<file path="src/rtl/hte_pkg.sv">
// ----------------------------------------------------------------------------
// HTML text extractor package
// Shared types, character constants, pattern tables and match functions.
// ----------------------------------------------------------------------------
package hte_pkg;

	// Tag head and entity buffer geometry.
	localparam logic [3:0] TAG_DEPTH = 4'd8;
	localparam logic [2:0] ENT_DEPTH = 3'd5;
	localparam int         MAX_OUT   = 6;
	localparam int         NUM_ENT   = 6;

	// Queue geometry between the front and the back.
	localparam logic [2:0] Q_DEPTH = 3'd4;
	localparam int         Q_AW    = 2;

	// Characters with a role in the parser.
	localparam logic [7:0] CH_LT    = 8'h3C;
	localparam logic [7:0] CH_GT    = 8'h3E;
	localparam logic [7:0] CH_AMP   = 8'h26;
	localparam logic [7:0] CH_SEMI  = 8'h3B;
	localparam logic [7:0] CH_SPACE = 8'h20;
	localparam logic [7:0] CH_SLASH = 8'h2F;

	typedef logic [0:7][7:0] tag_head_t;
	typedef logic [0:3][7:0] ent_buf_t;
	typedef logic [0:3][7:0] ent_name_t;

	// Tag head prefixes, zero padded to the head depth.
	localparam tag_head_t PAT_SCRIPT     = {"script", 8'h00, 8'h00};
	localparam tag_head_t PAT_SCRIPT_END = {"/script", 8'h00};
	localparam tag_head_t PAT_STYLE      = {"style", 8'h00, 8'h00, 8'h00};
	localparam tag_head_t PAT_STYLE_END  = {"/style", 8'h00, 8'h00};

	// Entity names (without the leading ampersand), their lengths and values.
	localparam ent_name_t ENT_NAME [NUM_ENT] = '{
		{"amp", 8'h00},
		{"lt", 8'h00, 8'h00},
		{"gt", 8'h00, 8'h00},
		{"quot"},
		{"#39", 8'h00},
		{"nbsp"}
	};
	localparam logic [2:0] ENT_LEN [NUM_ENT] = '{3'd3, 3'd2, 3'd2, 3'd4, 3'd3, 3'd4};
	localparam logic [7:0] ENT_VAL [NUM_ENT] = '{8'h26, 8'h3C, 8'h3E, 8'h22, 8'h27, 8'h20};

	typedef struct packed {
		logic       hit;
		logic [7:0] value;
	} ent_match_t;

	// One queue entry: the normalized characters caused by one input beat.
	typedef struct packed {
		logic [0:MAX_OUT-1][7:0] chars;
		logic [2:0]              cnt;
	} hte_entry_t;

	function automatic logic [7:0] lc(input logic [7:0] b);
		return (b >= 8'h41 && b <= 8'h5A) ? b + 8'd32 : b;
	endfunction

	function automatic logic is_ws(input logic [7:0] b);
		return (b == CH_SPACE) || (b >= 8'h09 && b <= 8'h0D);
	endfunction

	// True when the first n bytes of the tag head equal the pattern.
	function automatic logic head_is(input tag_head_t head, input logic [3:0] len,
			input tag_head_t pat, input logic [3:0] n);
		logic ok;
		ok = (len >= n);
		for (int i = 0; i < 8; i++) begin
			if (4'(i) < n && head[3'(i)] != pat[3'(i)])
				ok = 1'b0;
		end
		return ok;
	endfunction

	// Can n buffered name bytes followed by b still begin an entity name?
	function automatic logic ent_extends(input ent_buf_t buf_in, input logic [2:0] n,
			input logic [7:0] b);
		logic hit;
		logic ok;
		hit = 1'b0;
		for (int k = 0; k < NUM_ENT; k++) begin
			ok = (n < 3'd4) && (ENT_LEN[k] > n) && (ENT_NAME[k][n[1:0]] == b);
			for (int i = 0; i < 4; i++) begin
				if (3'(i) < n && ENT_NAME[k][2'(i)] != buf_in[2'(i)])
					ok = 1'b0;
			end
			if (ok)
				hit = 1'b1;
		end
		return hit;
	endfunction

	// Exact match of the n buffered name bytes; the first hit wins.
	function automatic ent_match_t ent_match(input ent_buf_t buf_in, input logic [2:0] n);
		ent_match_t res;
		logic ok;
		res = '0;
		for (int k = NUM_ENT - 1; k >= 0; k--) begin
			ok = (ENT_LEN[k] == n);
			for (int i = 0; i < 4; i++) begin
				if (3'(i) < n && ENT_NAME[k][2'(i)] != buf_in[2'(i)])
					ok = 1'b0;
			end
			if (ok) begin
				res.hit   = 1'b1;
				res.value = ENT_VAL[k];
			end
		end
		return res;
	endfunction

endpackage

</file>
<file path="src/rtl/hte_in_if.sv">
// ----------------------------------------------------------------------------
// HTML text extractor input channel
// Valid/ready channel carrying one document byte and its end-of-document mark.
// ----------------------------------------------------------------------------
interface hte_in_if;
	logic       valid;
	logic       ready;
	logic [7:0] byte_in;
	logic       doc_end;

	modport source (output valid, output byte_in, output doc_end, input ready);
	modport sink (input valid, input byte_in, input doc_end, output ready);
endinterface

</file>
<file path="src/rtl/hte_out_if.sv">
// ----------------------------------------------------------------------------
// HTML text extractor output channel
// Valid/ready channel carrying one text byte and its last-of-run mark.
// ----------------------------------------------------------------------------
interface hte_out_if;
	logic       valid;
	logic       ready;
	logic [7:0] text_byte;
	logic       run_last;

	modport source (output valid, output text_byte, output run_last, input ready);
	modport sink (input valid, input text_byte, input run_last, output ready);
endinterface

</file>
<file path="src/rtl/hte_front.sv">
// ----------------------------------------------------------------------------
// HTML text extractor front
// Parses one byte per beat and writes its normalized characters to the queue.
// ----------------------------------------------------------------------------
module hte_front (
	input  logic               clk,
	input  logic               arst_n,
	hte_in_if.sink             din,
	input  logic               q_full,
	output logic               push,
	output hte_pkg::hte_entry_t entry
);

	// Progress through a body closer, one bit per matched prefix.
	typedef enum logic [10:0] {
		CP_NONE  = 11'b000_0000_0001,
		CP_LT    = 11'b000_0000_0010,
		CP_SLASH = 11'b000_0000_0100,
		CP_S     = 11'b000_0000_1000,
		CP_SC    = 11'b000_0001_0000,
		CP_SCR   = 11'b000_0010_0000,
		CP_SCRI  = 11'b000_0100_0000,
		CP_SCRIP = 11'b000_1000_0000,
		CP_ST    = 11'b001_0000_0000,
		CP_STY   = 11'b010_0000_0000,
		CP_STYL  = 11'b100_0000_0000
	} cp_t;

	logic               inside_q, inside_n;
	logic               script_q, script_n;
	logic               style_q, style_n;
	hte_pkg::tag_head_t tag_head_q, tag_head_n;
	logic [3:0]         tag_len_q, tag_len_n;
	cp_t                cp_q, cp_n;
	hte_pkg::ent_buf_t  ent_buf_q, ent_buf_n;
	logic [2:0]         ent_len_q, ent_len_n;
	logic               lws_q, lws_n;

	logic                                    accept;
	logic [7:0]                              b, c;
	logic [0:hte_pkg::MAX_OUT-1][7:0]        raw;
	logic [2:0]                              rc;
	logic [2:0]                              n;
	logic                                    fail, plain_b, done_script, done_style;
	hte_pkg::ent_match_t                     em;
	logic [0:hte_pkg::MAX_OUT-1][7:0]        outc;
	logic [2:0]                              oc;
	logic                                    lws;

	assign accept    = din.valid && din.ready;
	assign din.ready = !q_full;
	assign push      = accept && (oc != 3'd0);
	assign entry     = '{chars: outc, cnt: oc};

	always_comb begin
		inside_n    = inside_q;
		script_n    = script_q;
		style_n     = style_q;
		tag_head_n  = tag_head_q;
		tag_len_n   = tag_len_q;
		cp_n        = cp_q;
		ent_buf_n   = ent_buf_q;
		ent_len_n   = ent_len_q;
		raw         = '0;
		rc          = 3'd0;
		fail        = 1'b0;
		plain_b     = 1'b0;
		done_script = 1'b0;
		done_style  = 1'b0;
		em          = '0;
		b           = din.byte_in;
		c           = hte_pkg::lc(din.byte_in);
		n           = ent_len_q - 3'd1;

		if (inside_q) begin
			if (b == hte_pkg::CH_GT) begin
				inside_n = 1'b0;
				if (hte_pkg::head_is(tag_head_q, tag_len_q, hte_pkg::PAT_SCRIPT, 4'd6))
					script_n = 1'b1;
				else if (hte_pkg::head_is(tag_head_q, tag_len_q, hte_pkg::PAT_SCRIPT_END, 4'd7))
					script_n = 1'b0;
				else if (hte_pkg::head_is(tag_head_q, tag_len_q, hte_pkg::PAT_STYLE, 4'd5))
					style_n = 1'b1;
				else if (hte_pkg::head_is(tag_head_q, tag_len_q, hte_pkg::PAT_STYLE_END, 4'd6))
					style_n = 1'b0;
			end else if (tag_len_q < hte_pkg::TAG_DEPTH) begin
				tag_head_n[tag_len_q[2:0]] = c;
				tag_len_n = tag_len_q + 4'd1;
			end
		end else if (script_q || style_q) begin
			cp_n = CP_NONE;
			unique case (cp_q)
				CP_NONE:  if (c == hte_pkg::CH_LT) cp_n = CP_LT;
				CP_LT:    if (c == hte_pkg::CH_SLASH) cp_n = CP_SLASH;
				CP_SLASH: if (c == "s") cp_n = CP_S;
				CP_S: begin
					if (c == "c")
						cp_n = CP_SC;
					else if (c == "t")
						cp_n = CP_ST;
				end
				CP_SC:    if (c == "r") cp_n = CP_SCR;
				CP_SCR:   if (c == "i") cp_n = CP_SCRI;
				CP_SCRI:  if (c == "p") cp_n = CP_SCRIP;
				CP_SCRIP: if (c == "t") done_script = 1'b1;
				CP_ST:    if (c == "y") cp_n = CP_STY;
				CP_STY:   if (c == "l") cp_n = CP_STYL;
				CP_STYL:  if (c == "e") done_style = 1'b1;
				default:  cp_n = CP_NONE;
			endcase
			if (done_script || done_style) begin
				cp_n       = CP_NONE;
				inside_n   = 1'b1;
				raw[rc]    = hte_pkg::CH_SPACE;
				rc         = rc + 3'd1;
				tag_head_n = done_script ? hte_pkg::PAT_SCRIPT_END : hte_pkg::PAT_STYLE_END;
				tag_len_n  = done_script ? 4'd7 : 4'd6;
			end else if (cp_n == CP_NONE && c == hte_pkg::CH_LT) begin
				cp_n = CP_LT;
			end
		end else if (ent_len_q != 3'd0) begin
			if (b == hte_pkg::CH_SEMI) begin
				em = hte_pkg::ent_match(ent_buf_q, n);
				if (em.hit) begin
					ent_len_n = 3'd0;
					raw[rc]   = em.value;
					rc        = rc + 3'd1;
				end else begin
					fail    = 1'b1;
					plain_b = 1'b1;
				end
			end else if (ent_len_q < hte_pkg::ENT_DEPTH
					&& hte_pkg::ent_extends(ent_buf_q, n, b)) begin
				ent_buf_n[n[1:0]] = b;
				ent_len_n = ent_len_q + 3'd1;
			end else begin
				fail    = 1'b1;
				plain_b = 1'b1;
			end
		end else begin
			plain_b = 1'b1;
		end

		// A failed entity replays the ampersand and its buffered name bytes.
		if (fail) begin
			raw[rc] = hte_pkg::CH_AMP;
			rc      = rc + 3'd1;
			for (int i = 0; i < 4; i++) begin
				if (3'(i + 1) < ent_len_q) begin
					raw[rc] = ent_buf_q[2'(i)];
					rc      = rc + 3'd1;
				end
			end
			ent_len_n = 3'd0;
		end

		if (plain_b) begin
			if (b == hte_pkg::CH_LT) begin
				inside_n  = 1'b1;
				tag_len_n = 4'd0;
				raw[rc]   = hte_pkg::CH_SPACE;
				rc        = rc + 3'd1;
			end else if (b == hte_pkg::CH_AMP) begin
				ent_len_n = 3'd1;
			end else begin
				raw[rc] = b;
				rc      = rc + 3'd1;
			end
		end

		// End of document flushes a pending entity, then the state clears.
		if (din.doc_end) begin
			if (ent_len_n != 3'd0) begin
				raw[rc] = hte_pkg::CH_AMP;
				rc      = rc + 3'd1;
				for (int i = 0; i < 4; i++) begin
					if (3'(i + 1) < ent_len_n) begin
						raw[rc] = ent_buf_n[2'(i)];
						rc      = rc + 3'd1;
					end
				end
			end
			inside_n  = 1'b0;
			script_n  = 1'b0;
			style_n   = 1'b0;
			tag_len_n = 4'd0;
			cp_n      = CP_NONE;
			ent_len_n = 3'd0;
		end
	end

	// Normalizer: lowercase, and collapse whitespace runs to one space.
	always_comb begin
		outc = '0;
		oc   = 3'd0;
		lws  = lws_q;
		for (int i = 0; i < hte_pkg::MAX_OUT; i++) begin
			if (3'(i) < rc) begin
				if (hte_pkg::is_ws(raw[3'(i)])) begin
					if (!lws) begin
						outc[oc] = hte_pkg::CH_SPACE;
						oc       = oc + 3'd1;
						lws      = 1'b1;
					end
				end else begin
					outc[oc] = hte_pkg::lc(raw[3'(i)]);
					oc       = oc + 3'd1;
					lws      = 1'b0;
				end
			end
		end
		lws_n = din.doc_end ? 1'b0 : lws;
	end

	always_ff @(posedge clk or negedge arst_n) begin
		if (!arst_n) begin
			inside_q  <= 1'b0;
			script_q  <= 1'b0;
			style_q   <= 1'b0;
			tag_len_q <= 4'd0;
			cp_q      <= CP_NONE;
			ent_len_q <= 3'd0;
			lws_q     <= 1'b0;
		end else if (accept) begin
			inside_q  <= inside_n;
			script_q  <= script_n;
			style_q   <= style_n;
			tag_len_q <= tag_len_n;
			cp_q      <= cp_n;
			ent_len_q <= ent_len_n;
			lws_q     <= lws_n;
		end
	end

	always_ff @(posedge clk) begin
		if (accept) begin
			tag_head_q <= tag_head_n;
			ent_buf_q  <= ent_buf_n;
		end
	end

endmodule

</file>
<file path="src/rtl/hte_queue.sv">
// ----------------------------------------------------------------------------
// HTML text extractor queue
// Small register FIFO of per-byte result entries between front and back.
// ----------------------------------------------------------------------------
module hte_queue (
	input  logic                clk,
	input  logic                arst_n,
	input  logic                push,
	input  hte_pkg::hte_entry_t push_entry,
	output logic                full,
	output logic                head_valid,
	output hte_pkg::hte_entry_t head_entry,
	input  logic                pop
);

	hte_pkg::hte_entry_t             mem_q [int'(hte_pkg::Q_DEPTH)];
	logic [hte_pkg::Q_AW-1:0]        wr_ptr_q, rd_ptr_q;
	logic [2:0]                      count_q;

	assign full       = (count_q == hte_pkg::Q_DEPTH);
	assign head_valid = (count_q != 3'd0);
	assign head_entry = mem_q[rd_ptr_q];

	always_ff @(posedge clk or negedge arst_n) begin
		if (!arst_n) begin
			wr_ptr_q <= '0;
			rd_ptr_q <= '0;
			count_q  <= 3'd0;
		end else begin
			if (push)
				wr_ptr_q <= wr_ptr_q + 1'b1;
			if (pop)
				rd_ptr_q <= rd_ptr_q + 1'b1;
			if (push && !pop)
				count_q <= count_q + 3'd1;
			else if (pop && !push)
				count_q <= count_q - 3'd1;
		end
	end

	always_ff @(posedge clk) begin
		if (push)
			mem_q[wr_ptr_q] <= push_entry;
	end

endmodule

</file>
<file path="src/rtl/hte_back.sv">
// ----------------------------------------------------------------------------
// HTML text extractor back
// Serializes each queued entry into output beats, one character per beat.
// ----------------------------------------------------------------------------
module hte_back (
	input  logic                clk,
	input  logic                arst_n,
	input  logic                head_valid,
	input  hte_pkg::hte_entry_t head_entry,
	output logic                pop,
	hte_out_if.source           dout
);

	logic [2:0] idx_q;
	logic       last;
	logic       beat;

	assign last           = (idx_q == head_entry.cnt - 3'd1);
	assign beat           = dout.valid && dout.ready;
	assign pop            = beat && last;
	assign dout.valid     = head_valid;
	assign dout.text_byte = head_entry.chars[idx_q];
	assign dout.run_last  = last;

	always_ff @(posedge clk or negedge arst_n) begin
		if (!arst_n)
			idx_q <= 3'd0;
		else if (beat)
			idx_q <= last ? 3'd0 : idx_q + 3'd1;
	end

endmodule

</file>
<file path="src/rtl/html_text_extractor_unit.sv">
// ----------------------------------------------------------------------------
// HTML text extractor unit
// Streaming filter that turns HTML bytes into lowercased, space-collapsed text.
// ----------------------------------------------------------------------------
// The unit accepts one document byte per beat on din and can take a new byte
// in every clock cycle. Each byte yields zero to six text bytes on dout; the
// last text byte caused by an input byte carries run_last. The front parses
// the byte in the cycle it is accepted (tags, script and style bodies,
// entities, whitespace collapsing) and writes all of its text bytes as one
// entry into a four-entry queue. The back drains that queue at one output
// beat per cycle while dout.ready is high, one beat per text byte, and
// shows an entry's text once it reaches the queue head. Sustained
// throughput is therefore one input byte per cycle as long as bytes
// average at most one text byte and dout is not stalled; bursts, such as
// a failed entity that replays its buffered name, are absorbed by the queue,
// and din.ready drops only while the queue is full. A byte marked doc_end
// flushes any pending entity and resets the parser for the next document.
module html_text_extractor_unit (
	input  logic      clk,
	input  logic      arst_n,
	hte_in_if.sink    din,
	hte_out_if.source dout
);

	// Entry written by the front for every byte that yields text.
	logic                q_push;
	hte_pkg::hte_entry_t q_push_entry;
	logic                q_full;

	// Oldest entry, read by the back and released after its final beat.
	logic                q_head_valid;
	hte_pkg::hte_entry_t q_head_entry;
	logic                q_pop;

	hte_front u_front (
		.clk    (clk),
		.arst_n (arst_n),
		.din    (din),
		.q_full (q_full),
		.push   (q_push),
		.entry  (q_push_entry)
	);

	hte_queue u_queue (
		.clk        (clk),
		.arst_n     (arst_n),
		.push       (q_push),
		.push_entry (q_push_entry),
		.full       (q_full),
		.head_valid (q_head_valid),
		.head_entry (q_head_entry),
		.pop        (q_pop)
	);

	hte_back u_back (
		.clk        (clk),
		.arst_n     (arst_n),
		.head_valid (q_head_valid),
		.head_entry (q_head_entry),
		.pop        (q_pop),
		.dout       (dout)
	);

endmodule

</file>
<file path="src/flat_wrapper.sv">
// flat-port wrapper written by rule: the top's interface ports become plain ports
module html_text_extractor_unit_flat 
  (clk, arst_n, din_valid, din_byte_in, din_doc_end, din_ready, dout_valid, dout_text_byte, dout_run_last, dout_ready);
  hte_in_if din_i ();
  hte_out_if dout_i ();
  input  logic clk;
  input  logic arst_n;
  input wire logic [$bits(din_i.valid)-1:0] din_valid;
  input wire logic [$bits(din_i.byte_in)-1:0] din_byte_in;
  input wire logic [$bits(din_i.doc_end)-1:0] din_doc_end;
  output wire logic [$bits(din_i.ready)-1:0] din_ready;
  output wire logic [$bits(dout_i.valid)-1:0] dout_valid;
  output wire logic [$bits(dout_i.text_byte)-1:0] dout_text_byte;
  output wire logic [$bits(dout_i.run_last)-1:0] dout_run_last;
  input wire logic [$bits(dout_i.ready)-1:0] dout_ready;
  assign din_i.valid = din_valid;
  assign din_i.byte_in = din_byte_in;
  assign din_i.doc_end = din_doc_end;
  assign din_ready = din_i.ready;
  assign dout_valid = dout_i.valid;
  assign dout_text_byte = dout_i.text_byte;
  assign dout_run_last = dout_i.run_last;
  assign dout_i.ready = dout_ready;
  html_text_extractor_unit u_core (.clk(clk), .arst_n(arst_n), .din(din_i), .dout(dout_i));
endmodule
</file>
<file path="config.mk">
export PLATFORM = sky130hd
export DESIGN_NAME = html_text_extractor_unit_flat
export DESIGN_NICKNAME = d
export VERILOG_FILES = /design/src/rtl/hte_pkg.sv /design/src/rtl/hte_in_if.sv /design/src/rtl/hte_out_if.sv /design/src/rtl/hte_front.sv /design/src/rtl/hte_queue.sv /design/src/rtl/hte_back.sv /design/src/rtl/html_text_extractor_unit.sv /design/src/flat_wrapper.sv
export SDC_FILE = /design/constraint.sdc
export NUM_CORES = 1
export LEC_CHECK = 0
export ABC_AREA = 1
export BUFFER_PORTS_ARGS = -buffer_cell sky130_fd_sc_hd__buf_4
export CAP_MARGIN = 25
export CORE_UTILIZATION = 40
export CTS_BUF_LIST = sky130_fd_sc_hd__clkbuf_8
export CTS_CLUSTER_DIAMETER = 80
export DETAILED_ROUTE_END_ITERATION = 8
export GPL_ROUTABILITY_DRIVEN = 0
export PLACE_DENSITY_LB_ADDON = 0.05
export SYNTH_ARGS = -nofsm -noshare
export SYNTH_HDL_FRONTEND = slang
export SYNTH_SLANG_ARGS = --single-unit
</file>
<file path="constraint.sdc">
create_clock -name clk -period 39 [get_ports clk]
set_input_delay 0 -clock clk [delete_from_list [all_inputs] [get_ports clk]]
set_output_delay 0 -clock clk [all_outputs]
set_load 0.01 [all_outputs]
</file>
## Yosys cells after proc, flatten, opt, wreduce, memory -nomap -nowiden

Memory sizes are Yosys's and may differ from the RTL's.
Index checks and enable logic that the tools add are counted.

| storage, ports and cells | value |
|---|---|
| output and inout bits | 11 |
| register bits | 128 |
| RAM bits | 204 |
| memories kept | 1 |
| word-level logic and storage cells | 713 |

Memory list:

| memory | depth | bits a word | read ports | clocked after Yosys merged registers in | wr ports | line | text |
|---|---|---|---|---|---|---|---|
| u_core.u_queue.mem_q | 4 | 51 | 1 | 0 | 1 | hte_queue.sv:16 | `hte_pkg::hte_entry_t mem_q [int'(hte_pkg::Q_DEPTH)];` |

| cells by class | value |
|---|---|
| add/sub/neg operators | 30 |
| multiplexer cells | 387 |
| magnitude comparators | 80 |
| bitwise logic cells | 40 |
| reductions and logical operators | 81 |
| equality and inequality tests | 71 |

Operators with widths:

| kind | number |
|---|---|
| $mux 48 | 34 |
| $bwmux 48 | 14 |
| $demux 8 s3 | 17 |
| $mux 8 | 45 |
| $mux 64 | 5 |
| $and 42x42->42 | 4 |
| $not 42->42 | 4 |
| $mux 1 | 167 |
| $mux 32 | 5 |
| $mux 3 | 53 |
| $mux 9 | 12 |
| $pmux 11 s9 | 1 |
| $bmux 8 s2 | 6 |
| $ne 8x7->1 const B | 12 |
| $mux 11 | 8 |
| $eq 8x6->1 const B | 10 |
| $eq 8x7->1 const B | 9 |
| $ge 4x4->1 const B | 18 |
| $ne 7x8->1 const A | 9 |
| $not 3->4 | 18 |
| $lt 4x1->1 const B | 17 |
| $bwmux 64 | 1 |
| $and 30x30->30 | 2 |
| $not 30->30 | 2 |
| other kinds (61) | 216 |

## Longest topological paths before layout

| depth | value |
|---|---|
| depth in word-level cells | 93 |
| gate-level depth with buffers | 82 |
| mapped depth without buffers | 80 |

## Cells and area by module

Synthesis repeated with hierarchy kept, for this count alone.

| unflattened totals | value |
|---|---|
| cells, all modules | 2582 |
| area total of the unflattened synthesis | 20205.6 µm² |

By module, submodules not included:

| module | instances | area an instance (µm²) | cells an instance |
|---|---|---|---|
| hte_front | 1 | 10895.4 | 1795 |
| hte_queue | 1 | 8565.7 | 644 |
| hte_back | 1 | 744.5 | 143 |

## Worst setup path after synthesis

OpenSTA, ideal clock, no wires.

| path | value |
|---|---|
| path kind | register to register |
| start point | register u_core.u_front.ent_len_q[0] |
| end point | memory u_core.u_queue.mem_q[0][0] in the netlist's numbering (enable) |
| setup time | 0.460 ns |
| arrival | 11.799 ns |
| slack | 26.742 ns |
| stages on the path, launching flop included | 72 |
| period minus slack after synthesis | 12.258 ns |
| cell sequence | dfrtp_1 -> inv_1 -> ha_1 -> buf_4 -> nand2_1 -> nand3b_4 -> o21ai_1 -> nand2_1 -> o21ai_1 -> nor2_2 -> nand2_2 -> nand2_2 -> nor2_2 -> a21oi_4 -> buf_2 -> inv_1 -> ha_1 -> or2_2 -> [36 not listed] -> nand2_1 -> ha_1 -> nand2_1 -> nand2_2 -> ha_1 -> nand3_1 -> nand2_1 -> ha_1 -> or2_2 -> nand2_1 -> inv_2 -> ha_1 -> nand2_1 -> nand2_1 -> nor2_2 -> nand2_2 -> nand2_4 -> nor2_1 |

RTL lines:

| item | line | text |
|---|---|---|
| start: declaration | hte_front.sv:36 | `logic [2:0] ent_len_q, ent_len_n;` |
| start signal: assignment | hte_front.sv:230 | `ent_len_q <= ent_len_n;` |
| end: declaration | hte_queue.sv:16 |  |

==> parameters.txt <==
Parameter                              Value

STA
  Final count of hold timing violations ... 0
  Setup repair after global routing missed its margin ... false
  Portion of the clock cycle consumed by the worst path in the final layout ... 31.56%
  Number of setup violations in the final report ... 0
  Fmax ... 81.24 MHz
  Max Slew Vio Count ... 0
  Shortest period the worst path allows ... 12,310 ps
  Clock tree skew after final layout ... 26.53 ps
  Slew Limit Headroom ... 36.63%
  Tightest Pin Transition ... 942.5 ps
  Total negative slack for setup checks ... 0 ps

Pwr
  Switching power share of the total ... 38.33%
  Power density over the cells ... 47.62 nW/µm²
  Part of the total power dissipated in the clock network ... 25.1%
  Switching Power ... 387.1 µW
  Combinational share of power ... 34.2%
  Register share of total power ... 40.8%
  Worst voltage drop across the vdd grid ... 0.00003392 V
  Internal Pwr Total ... 622.8 µW
  Total power ... 1.010 mW
  Leakage ... 8.756 nW

Worst setup path
  Arrival time of the worst setup path ... 12,810 ps
  Worst Path Buf+Inv ... 13
  WP data required ... 39,500 ps
  Launching element type of the critical path ... register
  Slowest CP cell ... sky130_fd_sc_hd__dfrtp_1
  Worst reg2reg path depth ... 74
  R2R Path Start ... u_core.u_front.ent_len_q[0]$_DFFE_PN0P_
  Setup crit end kind ... register
  Critical Path Max Stage Delay ... 500 ps
  Critical path fanouts, max ... 13
  R2r setup slk ... 26,690 ps
  Class of the most critical setup path ... reg -> reg
  Top cell family by delay on the critical path ... simple AND/OR/NAND/NOR gates
  Cell repeated most along the worst path ... sky130_fd_sc_hd__nand2_1
  End of the worst register-to-register path ... u_core.u_queue.count_q[2]$_DFFE_PN0P_

Finish
  Most frequent standard cell in the layout excluding fill and tap cells ... sky130_fd_sc_hd__nand2_1
  Layout cells sized above 1 ... 11.32%
  Filler cells ... 4,840
  Area of combinational cells with multiple inputs ... 9495 µm²
  Layout net count ... 2,568
  Commonest cells after routing, fill and taps aside ... sky130_fd_sc_hd__nand2_1 (529), sky130_fd_sc_hd__nor2_1 (330), sky130_fd_sc_hd__inv_1 (263)
  Area added between synthesis and finish ... 10.15%
  Reg area ... 8371 µm²

Synthesis
  Top cells by area in the synthesized netlist ... sky130_fd_sc_hd__edfxtp_1 (39%), sky130_fd_sc_hd__nand2_1 (10%), sky130_fd_sc_hd__nor2_1 (6.5%), sky130_fd_sc_hd__o21ai_0 (5.9%), sky130_fd_sc_hd__inv_1 (4.8%)
  Synth Instances ... 2,455
  Number of enable flip-flop cells after synthesis ... 252
  Proportion of synthesized chip area in sequential cells ... 43.47%
  Cell type with the largest total area after synthesis ... sky130_fd_sc_hd__edfxtp_1
  Count of warnings emitted by yosys ... 0
  Flip-flop and latch count after synthesis ... 284
  Mean cell area of the mapped netlist ... 7.842 µm²
  Area of the mapped netlist ... 19,250 µm²
  Asr flop ratio synth ... 11.27%
  Share of Yosys cell area claimed by the top area cell type ... 39.31%
  Most used flip-flop cell after synthesis ... sky130_fd_sc_hd__edfxtp_1
  Distinct cells, synth ... 63

Drt
  Residual DRC ... 0
  Detailed-route wire length ... 63,550 µm
  Via density per instance ... 5.588
  Number of routed nets with antenna violations ... 0
  First-pass detailed-route iteration total ... 6
  Count of routing violations after the opening detailed-route iteration ... 1,423
  Average detailed-routed wire length per instance ... 20.05 µm
  Routed via count ... 17,710

CTS
  Cells resized by post-CTS repair ... 0
  Register clock-pin slew on the reported worst setup and hold paths ... 60 ps
  Cts bufs inserted ... 49
  Maximum clock path buffer count ... 3
  Source-to-sink clock delay at the later pin of the worst-skew pair ... 620 ps
  Number of levels the H-tree was split into ... 2
  Clock tree from TritonCTS ... done
  Clock root buffer ... sky130_fd_sc_hd__clkbuf_8
  TritonCTS Sinks ... 284

Flow run
  Count of max-cap constraint violations ... 0

Floorplan
  Chip Height ... 221.4 µm
  Starting Density ... 40.41%
  Standard-cell row count ... 80
  Count of pins on the block boundary ... 24
  Area of the die ... 49,010 µm²
  Overall die width ... 221.4 µm
  Total core area ... 47,650 µm²

Placement
  Detailed placer's ending HPWL ... 45,720 µm
  Count of buffers from port buffering ... 23

Worst hold path
  Worst Hold Endpoint ... u_core.u_front.ent_buf_q[21]$_DFFE_PP_
  Hold_sp ... din_byte_in[5]
  Type of the tightest min-delay check ... in -> reg
  Cell depth of the worst min-delay path ... 3

Global route
  Total overflow reported by the global router ... 0
  Global-route wire length before repair ... 98,210 µm
  Global-route usage over all layers ... 25.77%
  Vias in the first global route ... 17,060
  Pin count of the biggest net entering global routing ... 103
  Antenna violations before repair ... 1

Status
  Run status ... finished, final reports clean
kinds of logic (layout without fill, tap and decap cells):
logic type / count (synthesis) / in the layout / share of synthesized area, %
simple gates: 1204 / 1204 / 28.28
other cells: 1 / 33 / 0.01948
fa+ha+maj: 40 / 40 / 2.678
compound gates: 528 / 528 / 16.85
xor+xnor: 14 / 14 / 0.7344
flops: 284 / 284 / 43.47
buf+inv: 384 / 451 / 7.968
what timing repair did:
action	CTS	global route
buffers inserted	0	0
hold buffers	13	0
endpoints found under the setup margin	0	0
endpoints found under the hold margin	56	0
stage by stage:
step	instances	hold WS, ps	setup slack [ps]	instance area, µm²	utilization, %
2_1_floorplan	2486	-295.6	26740	19370	-
3_3_place_gp	3063	0.4789	27110	20080	42.14
3_5_place_dp	3063	6.659	26820	20080	42.14
4_1_cts	3165	78.97	26770	21120	44.33
5_1_grt	3169	122.8	25590	21210	44.51
6_report	3169	159.1	26690	21210	44.51
area by class of cell:
type,instances,share of cell area (%)
clock inverters,34,0.6903
clock buffers,55,3.570
repair buffers,51,2.289
inverters,311,5.564
multi-input cells,1818,44.78
diodes,1,0.01180
well taps,615,3.629
flip-flops and latches,284,39.47
worst min-delay path: cells and delay by family:
family	cells	cell delay, ps
buf+inv	2	400
compound gates	1	220
power by group through the flow:
| stage | combinational, mW | sequential (mW) | clock, mW |
|---|---|---|---|
| 2_1_floorplan | 0.217 | 0.412 | 0 |
| 3_3_place_gp | 0.339 | 0.417 | 0 |
| 3_5_place_dp | 0.341 | 0.418 | 0 |
| 4_1_cts | 0.343 | 0.412 | 0.262 |
| 5_1_grt | 0.381 | 0.416 | 0.273 |
| 6_report | 0.345 | 0.412 | 0.253 |
metal layers:
layer / vias up / part of all wire (%) / global-route usage [%]
met5: - / 0 / 0
met4: 0 / 4.7 / 12.09
met3: 175 / 5.6 / 3.930
met2: 594 / 47 / 43.34
met1: 8391 / 42 / 32.49
li1: 8547 / - / -
Yosys cell counts, types with 5 or more instances:
cell                         n
sky130_fd_sc_hd__nor2_4      8
sky130_fd_sc_hd__o21ai_0   227
sky130_fd_sc_hd__inv_4       5
sky130_fd_sc_hd__a22oi_1     7
sky130_fd_sc_hd__nor2_2     12
sky130_fd_sc_hd__inv_1     244
sky130_fd_sc_hd__inv_2      53
sky130_fd_sc_hd__clkbuf_1   50
sky130_fd_sc_hd__buf_4       7
sky130_fd_sc_hd__o21a_1     12
sky130_fd_sc_hd__o221ai_1   43
sky130_fd_sc_hd__buf_6       6
sky130_fd_sc_hd__o21ai_1    25
sky130_fd_sc_hd__nand3_4     5
sky130_fd_sc_hd__nand3_2    16
sky130_fd_sc_hd__xor2_1     10
sky130_fd_sc_hd__a21oi_1    66
sky130_fd_sc_hd__a32oi_1     7
sky130_fd_sc_hd__nand4_1    42
sky130_fd_sc_hd__buf_2       7
sky130_fd_sc_hd__nor4_1     17
sky130_fd_sc_hd__o22ai_1    46
sky130_fd_sc_hd__ha_1       38
sky130_fd_sc_hd__o211ai_1   36
sky130_fd_sc_hd__edfxtp_1  252
sky130_fd_sc_hd__nand2_1   529
sky130_fd_sc_hd__nor2_1    334
sky130_fd_sc_hd__nand2_4    13
sky130_fd_sc_hd__a32o_1      5
sky130_fd_sc_hd__o31ai_1    18
sky130_fd_sc_hd__o32ai_1     7
sky130_fd_sc_hd__nand2_2    48
sky130_fd_sc_hd__dfrtp_1    31
sky130_fd_sc_hd__clkinv_1    9
sky130_fd_sc_hd__nand3_1   132
sky130_fd_sc_hd__nor3_1     30
registers in the layout, summed over array words and instances (netlist names):
name / count
u_core.u_back.idx_q: 3
u_core.u_front.cp_q: 11
u_core.u_front.ent_buf_q: 16
u_core.u_front.ent_len_q: 3
u_core.u_front.inside_q: 1
u_core.u_front.lws_q: 1
u_core.u_front.script_q: 1
u_core.u_front.style_q: 1
u_core.u_front.tag_head_q: 32
u_core.u_front.tag_len_q: 4
u_core.u_queue.count_q: 3
u_core.u_queue.mem_q: 204
u_core.u_queue.rd_ptr_q: 2
u_core.u_queue.wr_ptr_q: 2
worst max path at each step:
stage | start | end | slack, ps | depth (start not counted)
4_1_cts | u_core.u_front.ent_len_q[0]$_DFFE_PN0P_ | u_core.u_queue.count_q[2]$_DFFE_PN0P_ | 26770 | 74
5_1_grt | u_core.u_front.ent_len_q[0]$_DFFE_PN0P_ | u_core.u_queue.count_q[2]$_DFFE_PN0P_ | 25590 | 74
6_report | u_core.u_front.ent_len_q[0]$_DFFE_PN0P_ | u_core.u_queue.count_q[2]$_DFFE_PN0P_ | 26690 | 74
3_5_place_dp | u_core.u_front.ent_len_q[0]$_DFFE_PN0P_ | u_core.u_queue.count_q[2]$_DFFE_PN0P_ | 26820 | 74
3_3_place_gp | u_core.u_front.ent_len_q[0]$_DFFE_PN0P_ | u_core.u_queue.count_q[2]$_DFFE_PN0P_ | 27110 | 74
2_1_floorplan | u_core.u_front.ent_len_q[0]$_DFFE_PN0P_ | u_core.u_queue.mem_q[0][0]$_DFFE_PP_ | 26740 | 71
(Power assumes the default switching activity.)
